**config.mk**
```make
export PLATFORM = sky130hd
export DESIGN_NAME = rmq_front
export DESIGN_NICKNAME = d
export VERILOG_FILES = /design/src/rtl/core/rotation_matrix_to_quaternion_defines.svh /design/src/rtl/core/rmq_pkg.sv /design/src/rtl/core/rmq_front.sv
export SDC_FILE = /design/constraint.sdc
export NUM_CORES = 1
export LEC_CHECK = 0
export ABC_AREA = 1
export BUFFER_PORTS_ARGS = -buffer_cell sky130_fd_sc_hd__buf_4
export CAP_MARGIN = 20
export CELL_PAD_IN_SITES_DETAIL_PLACEMENT = 1
export CELL_PAD_IN_SITES_GLOBAL_PLACEMENT = 2
export CORE_UTILIZATION = 34
export DETAILED_ROUTE_END_ITERATION = 10
export GPL_ROUTABILITY_DRIVEN = 0
export HOLD_SLACK_MARGIN = 0.05
export PLACE_DENSITY = 0.93
export SLEW_MARGIN = 5
export SYNTH_ARGS = -nofsm -noshare
export SYNTH_HDL_FRONTEND = slang
export SYNTH_SLANG_ARGS = --single-unit
```
**constraint.sdc**
```tcl
create_clock -name clk -period 5.9 [get_ports clk]
set_input_delay 0.295 -clock clk [delete_from_list [all_inputs] [get_ports clk]]
set_output_delay 0.295 -clock clk [all_outputs]
set_load 0.01 [all_outputs]
```
**src/rtl/core/rotation_matrix_to_quaternion_defines.svh**
```systemverilog
// assertion macros shared by the rotation matrix to quaternion rtl
// both expect clk and arst_n in scope
`ifndef ROTATION_MATRIX_TO_QUATERNION_DEFINES_SVH
`define ROTATION_MATRIX_TO_QUATERNION_DEFINES_SVH
`ifndef SYNTHESIS
`define RMQ_ASSERT(lbl, prop, msg) \
	lbl: assert property (@(posedge clk) disable iff (!arst_n) prop) else $error(msg);
`define RMQ_ASSERT_NEVER(lbl, cond, msg) \
	lbl: assert property (@(posedge clk) disable iff (!arst_n) !(cond)) else $error(msg);
`else
`define RMQ_ASSERT(lbl, prop, msg)
`define RMQ_ASSERT_NEVER(lbl, cond, msg)
`endif
`endif

```
**src/rtl/core/rmq_pkg.sv**
```systemverilog
package rmq_pkg;

	localparam int FRAC_BITS_DEF = 14;
	localparam int ELEM_W = 16;
	// sum or difference of two elements
	localparam int DIFF_W = 17;
	// quotient bits of the quarter division
	localparam int QUOT_W = 17;
	localparam int QUEUE_DEPTH = 2;

	// pivot case codes
	localparam logic [1:0] PIV_W = 2'd0;
	localparam logic [1:0] PIV_X = 2'd1;
	localparam logic [1:0] PIV_Y = 2'd2;
	localparam logic [1:0] PIV_Z = 2'd3;

	typedef logic signed [ELEM_W-1:0] elem_t;

	typedef struct packed {
		elem_t r11;
		elem_t r12;
		elem_t r13;
		elem_t r21;
		elem_t r22;
		elem_t r23;
		elem_t r31;
		elem_t r32;
		elem_t r33;
	} mat_t;

	typedef struct packed {
		elem_t quat_w;
		elem_t quat_x;
		elem_t quat_y;
		elem_t quat_z;
		logic [1:0] pivot_case;
	} quat_t;

	// three off-diagonal numerators, non-pivot components in ascending order
	typedef logic [2:0][DIFF_W-1:0] diff_arr_t;

	// signed width of a trace term
	function automatic int trace_w(input int frac);
		int w;
		w = (frac > DIFF_W) ? frac : DIFF_W;
		return w + 3;
	endfunction

endpackage

```
**src/rtl/core/rmq_front.sv**
```systemverilog
module rmq_front #(
	parameter int FRAC_BITS = rmq_pkg::FRAC_BITS_DEF,
	parameter int TU = rmq_pkg::trace_w(rmq_pkg::FRAC_BITS_DEF) - 1
) (
	input  logic               clk,
	input  logic               arst_n,
	input  logic               mat_valid,
	output logic               mat_ready,
	input  rmq_pkg::mat_t      mat,
	output logic               item_valid,
	input  logic               item_ready,
	output logic [TU-1:0]      item_tmax,
	output rmq_pkg::diff_arr_t item_diff,
	output logic [1:0]         item_case
);

	localparam int TW = TU + 1;
	localparam int DW = rmq_pkg::DIFF_W;
	localparam logic signed [TW-1:0] ONE = TW'(1) << FRAC_BITS;

	logic signed [TW-1:0] e11, e22, e33;
	logic signed [TW-1:0] t0, t1, t2, t3, tk;
	logic [1:0] k;
	logic signed [DW-1:0] d23m, d31m, d12m, d12p, d13p, d23p;
	rmq_pkg::diff_arr_t diff;

	logic v_s1;
	logic [TU-1:0] tmax_s1;
	rmq_pkg::diff_arr_t diff_s1;
	logic [1:0] case_s1;

	// trace terms
	assign e11 = TW'(mat.r11);
	assign e22 = TW'(mat.r22);
	assign e33 = TW'(mat.r33);
	assign t0 = ONE + e11 + e22 + e33;
	assign t1 = ONE + e11 - e22 - e33;
	assign t2 = ONE - e11 + e22 - e33;
	assign t3 = ONE - e11 - e22 + e33;

	// largest term, lowest index on a tie
	always_comb begin
		k = rmq_pkg::PIV_W;
		tk = t0;
		if (t1 > tk) begin
			k = rmq_pkg::PIV_X;
			tk = t1;
		end
		if (t2 > tk) begin
			k = rmq_pkg::PIV_Y;
			tk = t2;
		end
		if (t3 > tk) begin
			k = rmq_pkg::PIV_Z;
			tk = t3;
		end
	end

	// off-diagonal numerators
	assign d23m = DW'(mat.r23) - DW'(mat.r32);
	assign d31m = DW'(mat.r31) - DW'(mat.r13);
	assign d12m = DW'(mat.r12) - DW'(mat.r21);
	assign d12p = DW'(mat.r12) + DW'(mat.r21);
	assign d13p = DW'(mat.r13) + DW'(mat.r31);
	assign d23p = DW'(mat.r23) + DW'(mat.r32);

	always_comb begin
		case (k)
			rmq_pkg::PIV_W: diff = {d12m, d31m, d23m};
			rmq_pkg::PIV_X: diff = {d13p, d12p, d23m};
			rmq_pkg::PIV_Y: diff = {d23p, d12p, d31m};
			default:        diff = {d23p, d13p, d12m};
		endcase
	end

	// stage register
	assign mat_ready = !v_s1 || item_ready;

	always_ff @(posedge clk or negedge arst_n) begin
		if (!arst_n) begin
			v_s1 <= 1'b0;
		end else if (mat_ready) begin
			v_s1 <= mat_valid;
		end
	end

	always_ff @(posedge clk) begin
		if (mat_ready && mat_valid) begin
			tmax_s1 <= tk[TU-1:0];
			diff_s1 <= diff;
			case_s1 <= k;
		end
	end

	assign item_valid = v_s1;
	assign item_tmax = tmax_s1;
	assign item_diff = diff_s1;
	assign item_case = case_s1;

endmodule

```
==> metrics.yaml, run 1 <==
fin_ws_ns: -3.21
syn-cell-area_um2: 14600
cts_tree: "done"
synthFlopType: "edfxtp_1"
tightestPinTransition_ns: 1.11
tns_ns: -201.90
post-route-period-util_pct: 154
crit_family: "simple AND/OR/NAND/NOR gates"
drv_slew: 0
port_buffers: 221
nets: 3158
synth_cells: 1980
rsz0062_at_grt: "yes"
max_cap_violations: 0
finalHoldViolCount: 0
diodes: 0
antenna_found_initial: 4
routed_wl_um: 91000
root_buffer: "clkbuf_16"
drtAntennaViolNets: 0
wl_per_cell_um: 27.9
seq_area_frac_synth_pct: 15.0
die_height_um: 209
grt_max_degree: 73
htree_levels: 3
cp-end-kind: "register"
overflow: 0
synth_area_leader_cell: "ha_1"
critical_path_buf_inv_count: 13
die_width_um: 209
stdcell_area_um2: 23300
critPathSlowestCell: "fa_1"
crit_arrival_ns: 9.16
hpwl_um: 50000
avgSynthCellArea_um2: 7.36
synthTopCellsByArea: "ha_1, edfxtp_1, nand2_1"
crit_top_cell: "nand2_1"
clockBufferDepth: 2
grt_util_met3_pct: 4.55
fin_crit_ns: 9.11
timing.rr.start: "item_valid"
crit_start: "mat[6]"
cp-start-kind: "input pin"
criticalPathCategory: "in2reg"
drt_iter0_drc: 1907
ios: 222
synth-edff-count: 72
num_rows: 75
gr-usage-met2_pct: 56.2
status: "complete, but fails checks"
syn2layout_area_growth_pct: 60.1
drc: 0
vias_per_cell: 6.00
clk_pin_slew_worst_paths_ns: 0.07
start_util_pct: 34.6
setup_viol: 72
top_usage_layer: "met2"
fin_util_pct: 55.4
core-area_um2: 42100
cp_slowest_stage_delay_ns: 0.63
insertion_delay_ns: 0.37
cts.sinks: 73
max_freq_mhz: 110
grt_pass1_wl_um: 108000
ys_ff_latch: 73
grt_pass1_vias: 19500
firstDrtPassIters: 6
crit_required_ns: 5.95
slew_headroom_pct: 25.8
hold_path_class: "in2reg"
violations: "setup timing"
ys_warn_count: 0
hp-start: "mat_valid"
synth_nets: 2423
finClkSkew_ns: 0.0149
cts_buffers: 9
track_usage_pct: 31.5
ys_types: 51
vias: 19600
crit_fanout: 19
grt.met1_usage_pct: 37.0
yosysTopAreaCellShare_pct: 18.9
die-area_um2: 43700
layout-drive-gt1-share_pct: 41.1
place_area_um2: 20200
async_reset_ff_share_pct: 1.37
## final cells by class
cell class	count	area (um2)
timing repair buffer	755	6130
clock buffer	9	225
multi-input combinational	1529	12700
clock inverter	7	55.1
inverter	347	1330
sequential	73	2190
fill	5051	18800
tap	539	674
## cell usage in the layout (no fill, tap or decap), drive strengths merged, types with 2 or more instances in the layout
cell type / instances
o21a: 2
nor2: 75
xor2: 117
nand4: 57
a211oi: 4
and2: 6
or2: 2
clkinv: 8
a31oi: 5
nand3: 121
buf: 746
nand2: 433
ha: 220
a22oi: 4
o21ai: 98
clkbuf: 17
o21bai: 45
nand3b: 16
nor4: 2
nor3: 27
a21oi: 152
inv: 343
edfxtp: 72
xnor2: 29
fa: 75
clkinvlp: 3
o211ai: 17
a21o: 9
a221oi: 3
a2111oi: 3
o31ai: 3
## tightest hold or removal path, cell delays in order
cell	delay [ns]
buf_4	0.08
inv_1	0.06
nand2_1	0.07
## per-layer routing
layer  vias to the layer above  wire length (um)
met2                      1496             41300
met4                         6              8210
met5                         -                32
li1                       7984                 -
met1                      9430             32300
met3                       640              9100
## per-stage QoR
step | std cells | hold WS (ns) | setup WS [ns]
global placement | 3145 | 0.0712 | -2.09
CTS | 3227 | 0.181 | -1.32
floorplan | 1980 | -0.000591 | -1.05
detailed placement | 3145 | 0.0708 | -2.36
finish | 3259 | 0.162 | -3.21
global route | 3259 | 0.187 | -3.26
## repair_timing
action | in CTS | in global routing
hold endpoints to repair | 1 | 0
cloned | 9 | 9
setup buffers | 57 | 24
hold buffers | 1 | 0
resized for setup | 235 | 190
endpoints found under the setup margin | 72 | 72
pin swaps | 53 | 92
## path summary, 6_finish.rpt
kind | endpoint | slack (ns) | cells past startpoint
max | item_diff[43] | -3.21 | 52
min | item_valid | 0.16 | 3
max reg2reg | item_tmax[9] | 4.02 | 2
min reg2reg | item_valid | 0.61 | 2
max in group asynchronous | item_valid | 5.60 | 2
min in group asynchronous | item_valid | 0.22 | 2
## cell usage after synthesis, drive strengths merged (2+ instances only)
master	number
a22oi	4
a211oi	4
a2111oi	3
nand3	120
a31oi	5
xor2	117
a221oi	3
edfxtp	72
nor4	2
nand2	430
clkbuf	9
o21a	2
o211ai	17
nor3	27
a21oi	152
dlygate4sd1	4
nor2	75
xnor2	29
inv	343
clkinv	4
nand3b	16
o31ai	3
o21ai	98
a21o	9
buf	22
nand4	57
or2	2
ha	220
and2	6
fa	75
o21bai	45
## registers in the layout, summed over array words and instances (netlist names)
register    flops
item_diff      51
item_tmax      19
item_case       2
item_valid      1
## cells by family (layout without fill, tap and decap cells)
family                     Yosys count  in the layout  synth area share, %
adders and majority gates          295            295                 29.2
buffers and inverters              382           1118                 10.5
AOI/OAI and AO/OA                  348            348                 13.7
and+or+nand+nor                    736            740                 22.8
xor gates and xnor gates           146            146                 8.78
DFF                                 73             73                 15.0
Power of run 1 is not shown: default switching activity piles up to over one toggle a cycle in this logic, so the estimate is an artifact.
==> run 2: changes to the inputs <==
BUFFER_PORTS_ARGS = not set   (was -buffer_cell sky130_fd_sc_hd__buf_4)
CORE_UTILIZATION = 38   (was 34)
DONT_BUFFER_PORTS = 1   (was not set)
REMOVE_ABC_BUFFERS = 1   (was not set)
==> run 2 against run 1 <==
  * The flow still finishes with violations (setup timing)
  * Register-to-register slack gained 0.02 ns
  * Global-route usage grew 0.16 points
  * Clock skew up 0.0062 ns
  * Setup slack improved by 1.0 ns
  * Maximum frequency up 13%
==> metrics.yaml, run 2 (synthesized netlist as in run 1, its figures left out) <==
status: "complete, but fails checks"
violations: "setup timing"
dp.cells: 2837
max_freq_mhz: 124
crit_fanout: 8
top_usage_layer: "met2"
track_usage_pct: 31.7
r2r-end: "item_diff[19]"
syn2layout_area_growth_pct: 43.6
slew_headroom_pct: 28.9
drtAntennaViolNets: 0
rsz0062_at_grt: "yes"
vias: 17200
critical_path_buf_inv_count: 12
layout_common_cells: "buf_4, nand2_1, inv_1"
crit_family: "simple AND/OR/NAND/NOR gates"
cts_tree: "done"
ff2ff_setup_slack_ns: 4.04
reg2reg_depth: 2
holdPathStages: 2
insertion_delay_ns: 0.37
wl_per_cell_um: 25.1
drv_slew: 0
layout-drive-gt1-share_pct: 31.9
fin_cells: 2950
layout_commonest_cell: "buf_4"
diodes: 0
port_buffers: 0
fin_crit_ns: 8.09
clockBufferDepth: 2
hp-start: "mat_valid"
die_width_um: 198
post-route-period-util_pct: 137
crit_top_cell: "nand2_2"
hpwl_um: 46100
cp_slowest_stage_delay_ns: 0.53
htree_levels: 3
finalHoldViolCount: 0
whs_endpoint: "item_valid"
ios: 222
finClkSkew_ns: 0.0211
max_cap_violations: 0
grt_util_met3_pct: 7.00
crit_arrival_ns: 8.19
cts.sinks: 73
setup_viol: 72
nFillCells: 4547
hold_path_class: "in2reg"
grt_pass1_vias: 17800
root_buffer: "clkbuf_16"
criticalPathCategory: "in2reg"
crit_required_ns: 6.00
gr-usage-met2_pct: 56.7
die-area_um2: 39100
tightestPinTransition_ns: 1.07
num_rows: 71
firstDrtPassIters: 6
die_height_um: 198
drc: 0
cts_buffers: 9
fin_ws_ns: -2.19
place_ws_ns: -2.49
cp-start-kind: "input pin"
clk_pin_slew_worst_paths_ns: 0.05
core-area_um2: 37700
vias_per_cell: 5.82
start_util_pct: 38.7
grt.met1_usage_pct: 35.6
timing.rr.start: "item_valid"
drt_iter0_drc: 1313
cp-end-kind: "register"
grt_max_degree: 73
routed_wl_um: 73900
antenna_found_initial: 1
critPathSlowestCell: "fa_1"
grt_pass1_wl_um: 96200
nets: 2878
overflow: 0
largest_reg_flops: 51
==> run 2: worst register-to-register path, cell delays in order (launching register included) <==
cell and delay [ns]:
dfrtp_1 0.45, a21oi_4 0.16, buf_4 0.79
==> run 2: area by class of cell <==
cell class                 count  area [um2]  area share, %
sequential                    73        2190           10.5
clock buffer                  10         229           1.09
inverter                     347        1330           6.33
clock inverter                 5        47.5          0.227
multi-input combinational   1529       12400           59.3
tap                          511         639           3.06
timing repair buffer         475        4090           19.5
==> run 2: routing by layer <==
| layer | vias to the layer above | routed length (um) |
|---|---|---|
| met1 | 8361 | 26600 |
| met5 | - | 12 |
| li1 | 7431 | - |
| met2 | 979 | 35100 |
| met4 | 2 | 5490 |
| met3 | 407 | 6820 |
==> run 2: how the worst max path moves through the flow <==
stage	from	to	slack [ns]	depth (start not counted)
floorplan	mat[1]	item_diff[0]	-3.28	47
global placement	mat[1]	item_diff[4]	-2.25	47
detailed placement	mat[1]	item_diff[36]	-2.49	48
CTS	mat[1]	item_diff[21]	-1.24	51
global route	mat[130]	item_diff[37]	-2.42	50
finish	mat[4]	item_tmax[0]	-2.19	48
==> run 2: stage by stage <==
step / TNS, ns / cell area (um2) / utilization (%) / hold slack [ns]
after floorplan: -213.82 / 14300 / - / -0.000591
after global routing: -165.98 / 20900 / 55.5 / 0.0983
after global placement: -154.44 / 17900 / 47.5 / -0.000563
final: -149.04 / 20900 / 55.5 / 0.0904
after CTS: -81.04 / 19900 / 52.7 / 0.0896
after detailed placement: -171.34 / 17900 / 47.5 / -0.000559
==> run 2: repair_timing <==
action | in CTS | in global routing
pin swaps | 74 | 74
hold endpoints to repair | 1 | 0
setup buffers | 56 | 25
hold buffers | 1 | 0
gates cloned | 14 | 6
endpoints found under the setup margin | 72 | 72
gates resized for setup | 246 | 149
Power of run 2 is left out for the same reason.
