===== src/rtl/core/rotation_matrix_to_quaternion_defines.svh =====
// assertion macros shared by the rotation matrix to quaternion rtl
// both expect clk and arst_n in scope
`ifndef ROTATION_MATRIX_TO_QUATERNION_DEFINES_SVH
`define ROTATION_MATRIX_TO_QUATERNION_DEFINES_SVH
`ifndef SYNTHESIS
`define RMQ_ASSERT(lbl, prop, msg) \
	lbl: assert property (@(posedge clk) disable iff (!arst_n) prop) else $error(msg);
`define RMQ_ASSERT_NEVER(lbl, cond, msg) \
	lbl: assert property (@(posedge clk) disable iff (!arst_n) !(cond)) else $error(msg);
`else
`define RMQ_ASSERT(lbl, prop, msg)
`define RMQ_ASSERT_NEVER(lbl, cond, msg)
`endif
`endif


===== src/rtl/core/rmq_pkg.sv =====
package rmq_pkg;

	localparam int FRAC_BITS_DEF = 14;
	localparam int ELEM_W = 16;
	// sum or difference of two elements
	localparam int DIFF_W = 17;
	// quotient bits of the quarter division
	localparam int QUOT_W = 17;
	localparam int QUEUE_DEPTH = 2;

	// pivot case codes
	localparam logic [1:0] PIV_W = 2'd0;
	localparam logic [1:0] PIV_X = 2'd1;
	localparam logic [1:0] PIV_Y = 2'd2;
	localparam logic [1:0] PIV_Z = 2'd3;

	typedef logic signed [ELEM_W-1:0] elem_t;

	typedef struct packed {
		elem_t r11;
		elem_t r12;
		elem_t r13;
		elem_t r21;
		elem_t r22;
		elem_t r23;
		elem_t r31;
		elem_t r32;
		elem_t r33;
	} mat_t;

	typedef struct packed {
		elem_t quat_w;
		elem_t quat_x;
		elem_t quat_y;
		elem_t quat_z;
		logic [1:0] pivot_case;
	} quat_t;

	// three off-diagonal numerators, non-pivot components in ascending order
	typedef logic [2:0][DIFF_W-1:0] diff_arr_t;

	// signed width of a trace term
	function automatic int trace_w(input int frac);
		int w;
		w = (frac > DIFF_W) ? frac : DIFF_W;
		return w + 3;
	endfunction

endpackage


===== src/rtl/core/rmq_back.sv =====
`include "rotation_matrix_to_quaternion_defines.svh"

module rmq_back #(
	parameter int FRAC_BITS = rmq_pkg::FRAC_BITS_DEF,
	parameter int TU = rmq_pkg::trace_w(rmq_pkg::FRAC_BITS_DEF) - 1
) (
	input  logic               clk,
	input  logic               arst_n,
	input  logic               item_valid,
	output logic               item_ready,
	input  logic [TU-1:0]      item_tmax,
	input  rmq_pkg::diff_arr_t item_diff,
	input  logic [1:0]         item_case,
	output logic               quat_valid,
	input  logic               quat_ready,
	output rmq_pkg::quat_t     quat
);

	localparam int SW = (TU + FRAC_BITS + 1) / 2;
	localparam int VW = 2 * SW;
	localparam int RW = SW + 3;
	localparam int DW = SW + 2;
	localparam int QB = rmq_pkg::QUOT_W;
	localparam int XW = rmq_pkg::DIFF_W;
	localparam int NW = ((XW + FRAC_BITS > SW + 1) ? XW + FRAC_BITS : SW + 1) + 1;
	localparam int SATV = (FRAC_BITS < 15) ? (1 << FRAC_BITS) : 32767;
	localparam logic [SW-1:0] SATP = SW'(SATV);
	localparam logic signed [QB:0] SATQ = (QB + 1)'(SATV);

	logic adv;

	// square root pipeline, two radicand bits per stage
	logic [SW:0] sv;
	logic [VW-1:0] srad [0:SW];
	logic [RW-1:0] srem [0:SW];
	logic [SW-1:0] sroot [0:SW];
	rmq_pkg::diff_arr_t sdiff [0:SW];
	logic [1:0] scase [0:SW];

	// quarter division pipeline, one quotient bit per stage and lane
	logic [QB:0] dv;
	logic [DW-1:0] dden [0:QB];
	logic [SW-1:0] dp [0:QB];
	logic [2:0][DW-1:0] drem [0:QB];
	logic [2:0][QB-1:0] dnum [0:QB];
	logic [2:0][QB-1:0] dq [0:QB];
	logic [2:0] dneg [0:QB];
	logic [1:0] dcase [0:QB];

	logic quat_valid_q;
	rmq_pkg::quat_t quat_q;

	// the whole back end moves together, held while a result waits
	assign adv = !quat_valid_q || quat_ready;
	assign item_ready = adv;

	assign sv[0] = item_valid;
	assign srad[0] = VW'({item_tmax, {FRAC_BITS{1'b0}}});
	assign srem[0] = '0;
	assign sroot[0] = '0;
	assign sdiff[0] = item_diff;
	assign scase[0] = item_case;

	for (genvar i = 0; i < SW; i++) begin : g_sqrt
		logic [RW-1:0] remx, trial;
		logic ge;

		// trial subtract of 4*root+1
		assign remx = {srem[i][RW-3:0], srad[i][VW-1 -: 2]};
		assign trial = RW'({sroot[i], 2'b01});
		assign ge = (remx >= trial);

		always_ff @(posedge clk or negedge arst_n) begin
			if (!arst_n) begin
				sv[i+1] <= 1'b0;
			end else if (adv) begin
				sv[i+1] <= sv[i];
			end
		end

		always_ff @(posedge clk) begin
			if (adv) begin
				srem[i+1] <= ge ? remx - trial : remx;
				sroot[i+1] <= {sroot[i][SW-2:0], ge};
				srad[i+1] <= srad[i] << 2;
				sdiff[i+1] <= sdiff[i];
				scase[i+1] <= scase[i];
			end
		end
	end

	// pivot rounding and division setup
	logic [SW:0] pw;
	logic [SW-1:0] pval;
	logic [2:0][DW-1:0] rem0;
	logic [2:0][QB-1:0] num0;
	logic [2:0] neg0;

	assign pw = {1'b0, sroot[SW]} + 1'b1;
	assign pval = pw[SW:1];

	for (genvar l = 0; l < 3; l++) begin : g_prep
		logic [XW-1:0] mag;
		logic [NW-1:0] nsum, nsh;

		assign neg0[l] = sdiff[SW][l][XW-1];
		assign mag = neg0[l] ? -sdiff[SW][l] : sdiff[SW][l];
		// numerator plus half the divisor for rounding
		assign nsum = NW'({mag, {FRAC_BITS{1'b0}}}) + NW'({pval, 1'b0});
		assign nsh = nsum >> QB;
		assign rem0[l] = nsh[DW-1:0];
		assign num0[l] = nsum[QB-1:0];
	end

	always_ff @(posedge clk or negedge arst_n) begin
		if (!arst_n) begin
			dv[0] <= 1'b0;
		end else if (adv) begin
			dv[0] <= sv[SW];
		end
	end

	always_ff @(posedge clk) begin
		if (adv) begin
			dden[0] <= DW'({pval, 2'b00});
			dp[0] <= pval;
			drem[0] <= rem0;
			dnum[0] <= num0;
			dq[0] <= '0;
			dneg[0] <= neg0;
			dcase[0] <= scase[SW];
		end
	end

	for (genvar j = 0; j < QB; j++) begin : g_div
		logic [2:0][DW-1:0] rem_nx;
		logic [2:0] ge;

		for (genvar l = 0; l < 3; l++) begin : g_lane
			logic [DW:0] r2, sub;

			assign r2 = {drem[j][l], dnum[j][l][QB-1]};
			assign sub = r2 - {1'b0, dden[j]};
			assign ge[l] = (r2 >= {1'b0, dden[j]});
			assign rem_nx[l] = ge[l] ? sub[DW-1:0] : r2[DW-1:0];
		end

		always_ff @(posedge clk or negedge arst_n) begin
			if (!arst_n) begin
				dv[j+1] <= 1'b0;
			end else if (adv) begin
				dv[j+1] <= dv[j];
			end
		end

		always_ff @(posedge clk) begin
			if (adv) begin
				for (int l = 0; l < 3; l++) begin
					drem[j+1][l] <= rem_nx[l];
					dnum[j+1][l] <= dnum[j][l] << 1;
					dq[j+1][l] <= {dq[j][l][QB-2:0], ge[l]};
				end
				dden[j+1] <= dden[j];
				dp[j+1] <= dp[j];
				dneg[j+1] <= dneg[j];
				dcase[j+1] <= dcase[j];
			end
		end
	end

	// sign and saturation
	logic [2:0][15:0] lane_sat;
	logic [15:0] piv_sat;

	for (genvar l = 0; l < 3; l++) begin : g_sat
		logic signed [QB:0] qs;

		assign qs = dneg[QB][l] ? -$signed({1'b0, dq[QB][l]}) : $signed({1'b0, dq[QB][l]});
		assign lane_sat[l] = (qs > SATQ) ? SATQ[15:0] :
			(qs < -SATQ) ? 16'(-SATQ) : qs[15:0];
	end

	assign piv_sat = (dp[QB] > SATP) ? SATP[15:0] : dp[QB][15:0];

	// place the pivot and the three lanes
	rmq_pkg::quat_t asm_q;

	always_comb begin
		asm_q.pivot_case = dcase[QB];
		case (dcase[QB])
			rmq_pkg::PIV_W: begin
				asm_q.quat_w = piv_sat;
				asm_q.quat_x = lane_sat[0];
				asm_q.quat_y = lane_sat[1];
				asm_q.quat_z = lane_sat[2];
			end
			rmq_pkg::PIV_X: begin
				asm_q.quat_w = lane_sat[0];
				asm_q.quat_x = piv_sat;
				asm_q.quat_y = lane_sat[1];
				asm_q.quat_z = lane_sat[2];
			end
			rmq_pkg::PIV_Y: begin
				asm_q.quat_w = lane_sat[0];
				asm_q.quat_x = lane_sat[1];
				asm_q.quat_y = piv_sat;
				asm_q.quat_z = lane_sat[2];
			end
			default: begin
				asm_q.quat_w = lane_sat[0];
				asm_q.quat_x = lane_sat[1];
				asm_q.quat_y = lane_sat[2];
				asm_q.quat_z = piv_sat;
			end
		endcase
	end

	// output register
	always_ff @(posedge clk or negedge arst_n) begin
		if (!arst_n) begin
			quat_valid_q <= 1'b0;
		end else if (adv) begin
			quat_valid_q <= dv[QB];
		end
	end

	always_ff @(posedge clk) begin
		if (adv) begin
			quat_q <= asm_q;
		end
	end

	assign quat_valid = quat_valid_q;
	assign quat = quat_q;

	`RMQ_ASSERT(a_piv_pos, quat_valid_q |-> (quat_q.pivot_case != rmq_pkg::PIV_W || !quat_q.quat_w[15]) && (quat_q.pivot_case != rmq_pkg::PIV_X || !quat_q.quat_x[15]) && (quat_q.pivot_case != rmq_pkg::PIV_Y || !quat_q.quat_y[15]) && (quat_q.pivot_case != rmq_pkg::PIV_Z || !quat_q.quat_z[15]), "pivot component negative")
	`RMQ_ASSERT(a_out_src, $rose(quat_valid_q) |-> $past(dv[QB]), "result without pipeline source")
	`RMQ_ASSERT(a_freeze, quat_valid_q && !quat_ready |=> $stable(dv), "pipeline moved during stall")

endmodule


===== config.mk =====
export PLATFORM = sky130hd
export DESIGN_NAME = rmq_back
export DESIGN_NICKNAME = d
export VERILOG_FILES = /design/src/rtl/core/rmq_pkg.sv /design/src/rtl/core/rmq_back.sv
export VERILOG_INCLUDE_DIRS = /design/src /design/src/rtl/core
export SDC_FILE = /design/constraint.sdc
export NUM_CORES = 2
export LEC_CHECK = 0
export ABC_AREA = 1
export BUFFER_PORTS_ARGS = -buffer_cell sky130_fd_sc_hd__buf_2
export CORE_MARGIN = 2
export CORE_UTILIZATION = 35
export CTS_CLUSTER_SIZE = 30
export DETAILED_ROUTE_END_ITERATION = 10
export PLACE_DENSITY = 0.6
export SETUP_SLACK_MARGIN = 0.3
export SYNTH_ARGS = -nofsm -noshare
export SYNTH_HDL_FRONTEND = slang
export SYNTH_SLANG_ARGS = --single-unit

===== constraint.sdc =====
create_clock -name clk -period 124.5 [get_ports clk]
set_clock_uncertainty 0.15 [all_clocks]
set_input_delay 6.225 -clock clk [delete_from_list [all_inputs] [get_ports clk]]
set_output_delay 6.225 -clock clk [all_outputs]
set_load 0.005 [all_outputs]

==> impl_metrics.csv <==
group,metric,value,unit
status,outcome,"completed",
final_layout,finalNetCount,16500,
die,die-area,473000,µm²
global_routing,grt_max_degree,198,
setup_path,end_kind,"primary output",
die,start_util,35.1,%
setup_path,cp_common_cell,"buf_2",
clock_tree,h-tree-depth,5,
route,avgRoutedWirePerCell,16.8,µm
clock_tree,cts-root-buf,"clkbuf_16",
die,num_rows,251,
timing,fin_setup_tns,0,ns
final_layout,syn2layout_area_growth,11.9,%
global_routing,first_global_vias,100000,
timing,max_freq,71.0,MHz
setup_path,crit_fanout,50,
synth,netlist_area,164000,µm²
clock_tree,clk_pin_slew,0.06,ns
final_layout,layout-drive-gt1-share,5.58,%
clock_tree,numCtsBuffers,354,
synth,ys_ff_latch,3259,
route,finalWirelength,367000,µm
timing,drv_slew,0,
setup_path,critPathArrivalTime,7.71,ns
setup_path,start_kind,"input pin",
die,core-area,466000,µm²
setup_path,cp.required,118.12,ns
placement,io_buffers,143,
synth,synthArstFlopShare,1.10,%
global_routing,grt_remaining_overflow,0,
global_routing,grt_first_pass_wirelength,566000,µm
route,first_pass_iters,6,
timing,tightest_slew,1.06,ns
timing,rsz0062_at_grt,"no",
job,cap_violations,0,
synth,synth-edff-count,3223,
setup_path,crit_buf_inv,4,
final_layout,layout_commonest_cell,"edfxtp_1",
setup_path,critPathTopFamily,"buffers and inverters",
synth,avgSynthCellArea,10.9,µm²
synth,synth_flop_cell,"edfxtp_1",
die,die_w,688,µm
final_layout,seq_area,97700,µm²
clock_tree,cts_max_path_buffers,4,
route,antenna_left,0,
setup_path,critPathSlowestCell,"nand2_4",
placement,place_hpwl,278000,µm
setup_path,cpPeakStageDelay,0.54,ns
clock_tree,postCtsResizedCells,0,
route,drt_iter0_drc,8030,
clock_tree,ctsHoldBuffers,0,
global_routing,grt_usage,15.1,%
route,vias_per_cell,4.83,
route,via_count,105000,
final_layout,multiInputGateArea,58900,µm²
final_layout,fin_util,39.3,%
synth,ys_seq_area_share,59.7,%
route,drc,0,
synth,syn_inst,15000,
clock_tree,postCtsSetupBuffers,0,
timing,min_period,14.08,ns
min_path,hold_path.class,"register to register",
final_layout,nFillCells,44700,
setup_path,path_cells,"buf_2 > inv_1 > nand2_4 > buf_4 > buf_2",
timing,hold_violations,0,
synth,ys_types,74,
global_routing,antenna_found_initial,5,
synth,yosys_warnings,0,
clock_tree,cts_tree,"built",
placement,place_congestion,0.911,
final_layout,layout_common_cells,"edfxtp_1, nand2_1, inv_1",
timing,final.period_utilization,11.3,%
timing,slew_headroom,29.0,%
clock_tree,numClockSinks,3259,
setup_path,worstSetupPathType,"input pin to primary output",
die,die_h,688,µm
clock_tree,clock_latency,0.99,ns
die,boundaryPins,144,
timing,finalSetupViolCount,0,
==> logic make-up after synthesis <==
kind of cell / count (synthesis) / share of synthesized area [%]
fa+ha+maj: 1068 / 8.43
xor+xnor: 932 / 5.01
simple gates: 4999 / 12.7
compound gates: 2919 / 9.61
buf+inv: 1772 / 4.32
flops: 3259 / 59.7
mux: 29 / 0.200
other cells: 1 / 0.00229
==> per-layer routing <==
| layer | track usage, % | up-vias | wire (µm) |
|---|---|---|---|
| met5 | 0 | - | 0 |
| met4 | 4.85 | 0 | 12300 |
| met3 | 1.83 | 583 | 15700 |
| met2 | 25.3 | 2124 | 172000 |
| met1 | 20.3 | 49200 | 167000 |
| li1 | - | 53400 | - |
==> stage by stage <==
stage	area (µm²)	instances	setup WS, ns	hold WS [ns]
floorplan	164000	15000	25.02	0.250
global placement	171000	21200	110.27	0.250
detailed placement	171000	21200	110.29	0.255
CTS	183000	21800	110.28	0.175
global route	183000	21800	110.27	0.187
finish	183000	21800	110.42	0.193
==> area by class of cell <==
type                            instances  share of cell area [%]
Sequential cell                      3259                    53.3
Multi-Input combinational cell       9951                    32.2
Clock buffer                          418                    5.04
Tap cell                             6198                    4.23
Inverter                             1565                    3.21
Clock inverter                        227                    1.37
Timing Repair Buffer                  193                   0.643
Antenna cell                            6                 0.00820
==> sequential cells by signal, indices dropped and copies added (netlist names), 18 cells and up <==
signal,count
dneg,54
quat,66
g_sqrt.remx,276
dcase,36
scase,34
g_sqrt.trial,136
sdiff,864
dv,18
dp,277
drem,896
srad,72
dnum,18
dq,459
==> final timing paths <==
path / cells after the start / end / start / slack [ns]
hold / removal: 0 / sdiff[258] / sdiff[309] / 0.19
setup / recovery: 5 / item_ready / quat_ready / 110.42
min in group asynchronous: 1 / sv[1] / arst_n / 5.24
max in group asynchronous: 1 / dv[14] / arst_n / 118.46
setup reg to reg: 8 / drem[11][13] / quat_valid / 117.29
hold reg to reg: 0 / sdiff[258] / sdiff[309] / 0.19
==> synth_stat cells (all sizes together) (35+ instances only) <==
cell type	number	area (µm²)
o21ai	1466	7360
nor2	983	3780
inv	1564	5870
nand3	679	3470
dfrtp	36	901
o31ai	51	388
nor3	172	886
nand3b	49	368
a221oi	45	394
xor2	541	4780
a31oi	35	225
fa	57	1140
nand4	130	813
clkbuf	44	194
a21oi	1062	5330
xnor2	391	3420
edfxtp	3223	96800
buf	163	1000
a21o	96	721
nand2	2888	10900
ha	1011	12600
Power is not shown: default switching activity piles up to over one toggle a cycle in this logic, so the estimate is an artifact.
