`src/rtl/core/rotation_matrix_to_quaternion_defines.svh`:
```
// assertion macros shared by the rotation matrix to quaternion rtl
// both expect clk and arst_n in scope
`ifndef ROTATION_MATRIX_TO_QUATERNION_DEFINES_SVH
`define ROTATION_MATRIX_TO_QUATERNION_DEFINES_SVH
`ifndef SYNTHESIS
`define RMQ_ASSERT(lbl, prop, msg) \
	lbl: assert property (@(posedge clk) disable iff (!arst_n) prop) else $error(msg);
`define RMQ_ASSERT_NEVER(lbl, cond, msg) \
	lbl: assert property (@(posedge clk) disable iff (!arst_n) !(cond)) else $error(msg);
`else
`define RMQ_ASSERT(lbl, prop, msg)
`define RMQ_ASSERT_NEVER(lbl, cond, msg)
`endif
`endif

```
`src/rtl/core/rmq_pkg.sv`:
```
package rmq_pkg;

	localparam int FRAC_BITS_DEF = 14;
	localparam int ELEM_W = 16;
	// sum or difference of two elements
	localparam int DIFF_W = 17;
	// quotient bits of the quarter division
	localparam int QUOT_W = 17;
	localparam int QUEUE_DEPTH = 2;

	// pivot case codes
	localparam logic [1:0] PIV_W = 2'd0;
	localparam logic [1:0] PIV_X = 2'd1;
	localparam logic [1:0] PIV_Y = 2'd2;
	localparam logic [1:0] PIV_Z = 2'd3;

	typedef logic signed [ELEM_W-1:0] elem_t;

	typedef struct packed {
		elem_t r11;
		elem_t r12;
		elem_t r13;
		elem_t r21;
		elem_t r22;
		elem_t r23;
		elem_t r31;
		elem_t r32;
		elem_t r33;
	} mat_t;

	typedef struct packed {
		elem_t quat_w;
		elem_t quat_x;
		elem_t quat_y;
		elem_t quat_z;
		logic [1:0] pivot_case;
	} quat_t;

	// three off-diagonal numerators, non-pivot components in ascending order
	typedef logic [2:0][DIFF_W-1:0] diff_arr_t;

	// signed width of a trace term
	function automatic int trace_w(input int frac);
		int w;
		w = (frac > DIFF_W) ? frac : DIFF_W;
		return w + 3;
	endfunction

endpackage

```
`src/rtl/core/rmq_queue.sv`:
```
`include "rotation_matrix_to_quaternion_defines.svh"

module rmq_queue #(
	parameter int WIDTH = 8,
	parameter int DEPTH = rmq_pkg::QUEUE_DEPTH
) (
	input  logic             clk,
	input  logic             arst_n,
	input  logic             wr_valid,
	output logic             wr_ready,
	input  logic [WIDTH-1:0] wr_data,
	output logic             rd_valid,
	input  logic             rd_ready,
	output logic [WIDTH-1:0] rd_data
);

	localparam int AW = (DEPTH > 1) ? $clog2(DEPTH) : 1;
	localparam int CW = $clog2(DEPTH + 1);

	logic [WIDTH-1:0] mem_q [DEPTH];
	logic [AW-1:0] wptr_q, rptr_q;
	logic [CW-1:0] cnt_q;
	logic push, pop;

	assign wr_ready = (cnt_q != CW'(DEPTH));
	assign rd_valid = (cnt_q != '0);
	assign push = wr_valid && wr_ready;
	assign pop = rd_valid && rd_ready;
	assign rd_data = mem_q[rptr_q];

	// storage
	always_ff @(posedge clk) begin
		if (push) begin
			mem_q[wptr_q] <= wr_data;
		end
	end

	// pointers and fill count
	always_ff @(posedge clk or negedge arst_n) begin
		if (!arst_n) begin
			wptr_q <= '0;
			rptr_q <= '0;
			cnt_q <= '0;
		end else begin
			if (push) begin
				wptr_q <= (wptr_q == AW'(DEPTH - 1)) ? '0 : wptr_q + 1'b1;
			end
			if (pop) begin
				rptr_q <= (rptr_q == AW'(DEPTH - 1)) ? '0 : rptr_q + 1'b1;
			end
			if (push && !pop) begin
				cnt_q <= cnt_q + 1'b1;
			end else if (pop && !push) begin
				cnt_q <= cnt_q - 1'b1;
			end
		end
	end

	`RMQ_ASSERT_NEVER(a_cnt_range, cnt_q > CW'(DEPTH), "queue count beyond depth")
	`RMQ_ASSERT(a_cnt_up, push && !pop |=> cnt_q == $past(cnt_q) + 1'b1, "queue count missed push")
	`RMQ_ASSERT(a_cnt_dn, pop && !push |=> cnt_q == $past(cnt_q) - 1'b1, "queue count missed pop")

endmodule

```
`config.mk`:
```
export PLATFORM = sky130hd
export DESIGN_NAME = rmq_queue
export DESIGN_NICKNAME = d
export VERILOG_FILES = /design/src/rtl/core/rmq_pkg.sv /design/src/rtl/core/rmq_queue.sv
export VERILOG_INCLUDE_DIRS = /design/src /design/src/rtl/core
export SDC_FILE = /design/constraint.sdc
export NUM_CORES = 1
export LEC_CHECK = 0
export BUFFER_PORTS_ARGS = -buffer_cell sky130_fd_sc_hd__buf_4
export CORE_ASPECT_RATIO = 1.2
export CORE_MARGIN = 2
export CORE_UTILIZATION = 35
export CTS_BUF_LIST = sky130_fd_sc_hd__clkbuf_16
export CTS_CLUSTER_SIZE = 30
export DETAILED_ROUTE_END_ITERATION = 8
export SLEW_MARGIN = 20
export SYNTH_ARGS = -nofsm -noshare
export SYNTH_HDL_FRONTEND = slang
export SYNTH_SLANG_ARGS = --single-unit
export TNS_END_PERCENT = 1
```
`constraint.sdc`:
```
create_clock -name clk -period 1.2 [get_ports clk]
set_input_delay 0.06 -clock clk [delete_from_list [all_inputs] [get_ports clk]]
set_output_delay 0.06 -clock clk [all_outputs]
set_load 0.05 [all_outputs]
```
==> impl_metrics.yaml, run 1 <==
worst_setup_path:
  cp-end-kind: "flip-flop"
  crit_required_ps: 1330
  crit_top_cell: "xor2_1"
  crit_type: "reg -> reg"
  start_kind: "flip-flop"
  r2r_cells: 6
  worstPathArrival_ps: 1490
  crit_chain: "or2_4 > nand2_4 > ha_4 > xor2_1 > nor2_1 > xor2_1"
  cp_slowest_cell: "dfrtp_1"
  slowest_delay_ps: 420
  crit_fanout: 3
synth:
  avgSynthCellArea_um2: 18.30
  synth_seq_cells: 20
  synth_top_area_frac: 0.6105
  syn_area_um2: 787.0
  ys_top_cells_by_count: "16 x edfxtp_1, 8 x mux2_2, 4 x dfrtp_1"
  syn_inst: 43
  ys.flop_type: "edfxtp_1"
  async_reset_ff_frac: 0.2000
  yosysSeqAreaShare: 0.7377
  synth.distinct_cells: 14
  synthTopCellsByArea: "edfxtp_1 61%, dfrtp_1 13%, mux2_2 11%"
  syn-num-nets: 56
  synth_top_area_cell: "edfxtp_1"
  yosysMostFrequentCell: "edfxtp_1"
  synth-edff-count: 16
  ys_warn_count: 0
place:
  detailedPlace.worstSlack_ps: -172.8
  port_buffers: 21
  finalWeightedCongestion: 0.6589
  dp_hpwl_um: 954.2
  postPlaceCellArea_um2: 1067
timing:
  rsz0062_at_grt: "true"
  maxSlewViolCount: 0
  tightestPinTransition_ps: 161.9
  max_slew_margin: 0.8921
  worst_slack_ps: -160.4
  report.final.setup_viol: 17
  max_freq_mhz: 735.1
  tns_ps: -1185
  period_minus_slack_ps: 1360
  hold_viol: 0
  period_share: 1.134
  skew_ps: 2.428
routing:
  num_vias: 491
  final_antenna_net_count: 0
  avgRoutedWirePerCell_um: 12.03
  viasPerCell: 4.270
  routed_wl_um: 1383
  remaining_drc_errors: 0
  drt_iter0_drc: 5
  first_pass_iters: 2
clock_tree:
  clock-root-buffer: "clkbuf_16"
  clock_sinks: 20
  cts_made_buffers: 3
  clk-insertion-delay-late_ps: 250
  clkSlewWorstSetupHoldPaths_ps: 50
  cts_tree: "built"
  clk_path_buf_depth: 2
  cts_max_level: 1
grt:
  antenna_found_initial: 0
  grt_pass1_vias: 506
  grt_pass1_wl_um: 2152
  grt_max_degree: 12
  grt_usage: 0.1204
  grt_overflow_total: 0
outcome:
  violations: "setup timing"
  outcome: "finished with violations"
layout:
  syn_to_final_growth_pct: 62.00
  nets: 99
  drive_above_1_share: 0.6118
  postLayoutCellArea_um2: 1275
  diodes: 0
  final_util: 0.6087
die:
  fp.dieH_um: 55.95
  num_rows: 18
  die_x_um: 47.29
  dieArea_um2: 2645
  coreArea_um2: 2095
  ios: 22
  start_util: 0.3757
power:
  vdd_drop_max_v: 0.001433
  leakage_nw: 0.5247
  p_total_mw: 3.592
  powerDensity_nw_per_um2: 2817
worst_hold_path:
  hold_path_depth: 1
  hold_path_class: "in -> reg"
job:
  maxCapViolCount: 0
[critical path: cells and delay by family (launching register included)]
| kind | cells | cell delay, ps |
|---|---|---|
| adder cells (fa/ha/maj) | 1 | 120 |
| AND/OR/NAND/NOR | 3 | 420 |
| flip-flops | 1 | 420 |
| XOR/XNOR | 2 | 280 |
[flip-flops by register name (all words and copies together), names as in the netlist]
register and count:
wptr_q 1, cnt_q 2, mem_q 16, rptr_q 1
[power breakdown]
group          internal, mW  switching [mW]  total [mW]
Sequential            0.976          0.0793        1.06
Clock                 0.442           0.218       0.660
Combinational         0.852            1.02        1.88
[metal layers]
layer  global-route usage  share of wire  vias up
met2               0.1931           0.55       13
met3              0.02922          0.033        2
met5                    0              0        -
li1                     -              -      241
met4              0.07143         0.0087        0
met1               0.1365           0.41      235
[per-stage QoR]
step,std cells,hold slack [ps]
2_1_floorplan,43,-235.6
3_3_place_gp,102,-140.3
3_5_place_dp,102,-138.0
4_1_cts,115,0.3953
5_1_grt,115,0.8592
6_report,115,3.740
[worst paths after layout]
kind	from	to	slack, ps
min in group asynchronous	arst_n	wptr_q$_DFFE_PN0P_	140
max in group asynchronous	arst_n	rptr_q$_DFFE_PN0P_	940
worst min-delay path	wr_data[4]	mem_q[0][4]$_DFFE_PP_	4
worst max-delay path	cnt_q[1]$_DFFE_PN0P_	cnt_q[1]$_DFFE_PN0P_	-160
worst min register to register	wptr_q$_DFFE_PN0P_	wptr_q$_DFFE_PN0P_	580
worst max register to register	cnt_q[1]$_DFFE_PN0P_	cnt_q[1]$_DFFE_PN0P_	-160
[placed cells by master, fill, tap and decap left out]
cell type / synthesis / routed
nand2_4: 1 / 2
mux2_2: 8 / 8
dfrtp_1: 4 / 3
clkbuf_16: 0 / 3
inv_2: 0 / 1
or2_4: 1 / 1
inv_1: 1 / 1
dfrtp_2: 0 / 1
edfxtp_1: 16 / 16
nor2_1: 2 / 1
buf_6: 0 / 10
xnor2_1: 3 / 3
buf_4: 0 / 22
ha_4: 0 / 1
nor2_2: 0 / 1
dlygate4sd3_1: 0 / 7
and3_4: 0 / 1
nand2b_4: 1 / 1
xor2_1: 2 / 2
[what timing repair did]
item	4_1_cts	5_1_grt
hold buffers	7	0
endpoints found under the hold margin	16	0
gates resized for setup	12	2
endpoints found under the setup margin	27	28
pin swaps	3	0
buffers inserted	2	0
[logic make-up after synthesis]
logic type / synth area share
simple gates: 0.06518
xor+xnor: 0.05565
buf+inv: 0.01112
flops: 0.7377
mux: 0.1145
fa+ha+maj: 0.01590
[final cells by class]
| cell class | instances | area (µm²) |
|---|---|---|
| Inverter | 1 | 3.754 |
| Multi-Input combinational cell | 21 | 225.2 |
| Sequential cell | 20 | 581.8 |
| Tap cell | 30 | 37.54 |
| Timing Repair Buffer | 39 | 347.8 |
| Clock inverter | 1 | 3.754 |
| Clock buffer | 3 | 75.07 |
| Fill cell | 167 | 819.5 |
Power figures use the tool's default switching activity.
==> run 2, diff against run 1 <==
==> constraint.sdc (replaced) <==
create_clock -name clk -period 1.7 [get_ports clk]
set_input_delay 0.085 -clock clk [delete_from_list [all_inputs] [get_ports clk]]
set_output_delay 0.085 -clock clk [all_outputs]
set_load 0.05 [all_outputs]
==> impl_metrics.yaml, run 2 (synthesis results as in run 1) <==
routing:
  viasPerCell: 4.333
  avgRoutedWirePerCell_um: 11.57
  num_vias: 429
  routed_wl_um: 1145
  remaining_drc_errors: 0
  first_pass_iters: 2
  final_antenna_net_count: 0
  drt_iter0_drc: 3
layout:
  syn_to_final_growth_pct: 36.41
  drive_above_1_share: 0.5217
  top_regs: "mem_q x16, cnt_q x2"
  multi_input_area_um2: 197.7
  final_common_cell: "buf_4"
  final_util: 0.5125
  nets: 83
  largest_register_ffs: 16
  diodes: 0
  nFillCells: 201
  mostFrequentLayoutCells: "22 x buf_4, 16 x edfxtp_1, 8 x mux2_2"
  regArea_um2: 580.6
  regMostFlops: "mem_q"
worst_setup_path:
  crit_required_ps: 1620
  critPathTopFamily: "flip-flops"
  critPathBufInv: 1
  crit_fanout: 9
  start_kind: "flip-flop"
  cp_slowest_cell: "dfrtp_1"
  cp-end-kind: "output port"
  crit_type: "reg -> out"
  crit_chain: "mux2_2 > buf_4"
  worstPathArrival_ps: 1390
  slowest_delay_ps: 570
grt:
  grt_max_degree: 12
  grt_overflow_total: 0
  antenna_found_initial: 0
  grt_usage: 0.09817
  grt_pass1_wl_um: 1863
  grt_pass1_vias: 413
power:
  powerDensity_nw_per_um2: 2063
  leakage_nw: 0.4394
  vdd_drop_max_v: 0.001169
clock_tree:
  clk-insertion-delay-late_ps: 240
  clkSlewWorstSetupHoldPaths_ps: 50
  ctsResizeCount: 0
  cts_made_buffers: 3
  cts_max_level: 1
  cts_tree: "built"
  clock_sinks: 20
  clock-root-buffer: "clkbuf_16"
  cts_setup_buffers: 0
  clk_path_buf_depth: 2
die:
  dieArea_um2: 2645
  die_x_um: 47.29
  coreArea_um2: 2095
  ios: 22
  fp.dieH_um: 55.95
  num_rows: 18
  start_util: 0.3757
timing:
  rsz0062_at_grt: "false"
  period_minus_slack_ps: 1470
  maxSlewViolCount: 0
  hold_viol: 0
  max_freq_mhz: 680.2
  skew_ps: 2.543
  report.final.setup_viol: 0
  max_slew_margin: 0.7239
  tightestPinTransition_ps: 414.2
  period_share: 0.8648
  tns_ps: 0
place:
  finalWeightedCongestion: 0.6464
  port_buffers: 21
  dp_hpwl_um: 827.9
worst_hold_path:
  hold_path_class: "in -> reg"
job:
  maxCapViolCount: 0
outcome:
  outcome: "finished, final reports clean"
[run 2: metal layers]
metal  share of wire  track usage
met1            0.43       0.1316
met3           0.082      0.02597
met5               0            0
met2            0.49       0.1486
met4               0      0.03571
[run 2: worst register-to-register path, cell delays in order, from the launching register on]
cell	delay (ps)
dfrtp_1	420
nand2b_4	160
nand2_1	110
inv_1	50
ha_1	320
nor2_1	150
xor2_1	160
[run 2: power by group]
group / total [mW] / internal, mW / switching (mW)
Clock: 0.463 / 0.312 / 0.151
Sequential: 0.790 / 0.686 / 0.104
Combinational: 0.962 / 0.371 / 0.590
Total: 2.21 / 1.37 / 0.845
[run 2: cell type report]
class,count,area share
Sequential cell,20,0.5408
Multi-Input combinational cell,21,0.1841
Timing Repair Buffer,23,0.1632
Clock buffer,3,0.06993
Tap cell,30,0.03497
Clock inverter,1,0.003497
Inverter,1,0.003497
[run 2: path summary, 6_finish.rpt]
path / to / startpoint / slack, ps / cells past startpoint
worst max-delay path: rd_data[4] / rptr_q$_DFFE_PN0P_ / 230 / 2
worst min-delay path: mem_q[1][2]$_DFFE_PP_ / wr_data[2] / 20 / 1
worst max register to register: cnt_q[1]$_DFFE_PN0P_ / cnt_q[0]$_DFFE_PN0P_ / 240 / 6
worst min register to register: wptr_q$_DFFE_PN0P_ / wptr_q$_DFFE_PN0P_ / 490 / 1
max in group asynchronous: cnt_q[0]$_DFFE_PN0P_ / arst_n / 1420 / 2
min in group asynchronous: wptr_q$_DFFE_PN0P_ / arst_n / 180 / 2
[run 2: what timing repair did]
action,CTS,global route
endpoints found under the hold margin,4,0
setup endpoints to repair,0,0
hold buffers,1,0
[run 2: metrics by stage]
step | hold WS, ps | setup slack [ps] | total power, mW | cell area [µm²] | instances
after floorplan | -210.6 | 199.1 | 1.512 | 787.0 | 43
after global placement | -113.9 | 276.0 | 1.759 | 984.7 | 94
after detailed placement | -114.2 | 217.7 | 1.775 | 984.7 | 94
after CTS | 21.77 | 200.1 | 2.245 | 1074 | 99
after global routing | 19.27 | 145.0 | 2.317 | 1074 | 99
final | 23.83 | 229.8 | 2.214 | 1074 | 99
==> run 3, diff against run 2 <==
--- a/config.mk
+++ b/config.mk
@@ -13,6 +13,7 @@
 export CTS_BUF_LIST = sky130_fd_sc_hd__clkbuf_16
 export CTS_CLUSTER_SIZE = 30
 export DETAILED_ROUTE_END_ITERATION = 8
+export RECOVER_POWER = 100
 export SLEW_MARGIN = 20
 export SYNTH_ARGS = -nofsm -noshare
 export SYNTH_HDL_FRONTEND = slang
==> constraint.sdc (replaced) <==
create_clock -name clk -period 1.42 [get_ports clk]
set_input_delay 0.071 -clock clk [delete_from_list [all_inputs] [get_ports clk]]
set_output_delay 0.071 -clock clk [all_outputs]
set_load 0.05 [all_outputs]
==> impl_metrics.yaml, run 3 (synthesis results as in run 1) <==
outcome:
  outcome: "finished, final reports clean"
routing:
  viasPerCell: 4.373
  num_vias: 446
  drt_iter0_drc: 5
  routed_wl_um: 1279
  avgRoutedWirePerCell_um: 12.54
  remaining_drc_errors: 0
  first_pass_iters: 3
  final_antenna_net_count: 0
timing:
  worst_slack_ps: 58.33
  report.final.setup_viol: 0
  tightestPinTransition_ps: 415.9
  maxSlewViolCount: 0
  period_minus_slack_ps: 1362
  skew_ps: 2.699
  hold_viol: 0
  max_slew_margin: 0.7227
  period_share: 0.9589
  max_freq_mhz: 734.4
  holdWs_ps: 31.08
die:
  fp.dieH_um: 55.95
  ios: 22
  start_util: 0.3757
  dieArea_um2: 2645
  num_rows: 18
  die_x_um: 47.29
  coreArea_um2: 2095
layout:
  syn_to_final_growth_pct: 42.45
  mostFrequentLayoutCells: "16 x edfxtp_1, 13 x buf_4, 8 x mux2_2"
  fin_cells: 102
  drive_above_1_share: 0.5972
  diodes: 0
  nFillCells: 193
  multi_input_area_um2: 222.7
  final_common_cell: "edfxtp_1"
  nets: 86
  regArea_um2: 581.8
  regMostFlops: "mem_q"
  final_util: 0.5352
  top_regs: "mem_q x16, cnt_q x2"
  largest_register_ffs: 16
clock_tree:
  clkSlewWorstSetupHoldPaths_ps: 50
  clock-root-buffer: "clkbuf_16"
  clock_sinks: 20
  cts_max_level: 1
  clk-insertion-delay-late_ps: 240
  clk_path_buf_depth: 2
  cts_made_buffers: 3
  cts_tree: "built"
worst_setup_path:
  start_kind: "flip-flop"
  crit_type: "reg -> reg"
  crit_fanout: 3
  critPathTopFamily: "flip-flops"
  critPathBufInv: 0
  crit_required_ps: 1550
  cp-end-kind: "flip-flop"
  slowest_delay_ps: 420
  worstPathArrival_ps: 1490
  cp_slowest_cell: "dfrtp_1"
  crit_chain: "or2_4 > nand2_4 > ha_4 > xor2_2 > nor2_2 > xor2_1"
power:
  powerDensity_nw_per_um2: 2481
  vdd_drop_max_v: 0.001216
  p_total_mw: 2.781
  leakage_nw: 0.4461
place:
  place_inst: 96
  port_buffers: 21
  dp_hpwl_um: 947.7
  finalWeightedCongestion: 0.6946
  detailedPlace.worstSlack_ps: 43.38
grt:
  grt_usage: 0.1115
  grt_overflow_total: 0
  antenna_found_initial: 0
  grt_pass1_wl_um: 2076
  grt_max_degree: 12
  grt_pass1_vias: 486
job:
  maxCapViolCount: 0
worst_hold_path:
  hold_path_class: "in -> reg"
## run 3: report_power, final
group	internal, mW	switching, mW
Combinational	0.519	0.766
Clock	0.374	0.180
Sequential	0.826	0.116
## run 3: per-stage QoR
stage	TNS (ps)	area, µm²
global placement	0	1015
detailed placement	0	1015
global route	-17.25	1121
floorplan	-64.51	789.5
CTS	0	1105
finish	0	1121
## run 3: final cells by class
type                            count  area share
Clock buffer                        3     0.06696
Clock inverter                      1    0.003348
Inverter                            1    0.003348
Multi-Input combinational cell     21      0.1987
Sequential cell                    20      0.5190
Tap cell                           30     0.03348
Timing Repair Buffer               26      0.1752
## run 3: repair_timing
| item | 4_1_cts | 5_1_grt |
|---|---|---|
| setup buffers | 0 | 1 |
| gates resized for setup | 1 | 6 |
| endpoints found under the hold margin | 4 | 0 |
| hold buffers | 1 | 0 |
| setup endpoints to repair | 8 | 1 |
| pin swaps | 0 | 5 |
## run 3: worst paths after layout
kind	startpoint	to	slack (ps)	cells after the start
max	cnt_q[1]$_DFFE_PN0P_	cnt_q[1]$_DFFE_PN0P_	60	6
min	wr_data[7]	mem_q[1][7]$_DFFE_PP_	30	1
max reg2reg	cnt_q[1]$_DFFE_PN0P_	cnt_q[1]$_DFFE_PN0P_	60	6
min reg2reg	wptr_q$_DFFE_PN0P_	wptr_q$_DFFE_PN0P_	500	1
max in group asynchronous	arst_n	rptr_q$_DFFE_PN0P_	1010	2
min in group asynchronous	arst_n	cnt_q[1]$_DFFE_PN0P_	190	2
## run 3: metal layers
| metal | part of all wire | vias up | GRT usage | wire, µm |
|---|---|---|---|---|
| li1 | - | 211 | - | - |
| met1 | 0.36 | 219 | 0.1255 | 456 |
| met2 | 0.54 | 14 | 0.1737 | 695 |
| met5 | 0 | - | 0 | 0 |
| met4 | 0.016 | 0 | 0.05952 | 21 |
| met3 | 0.083 | 2 | 0.04221 | 106 |
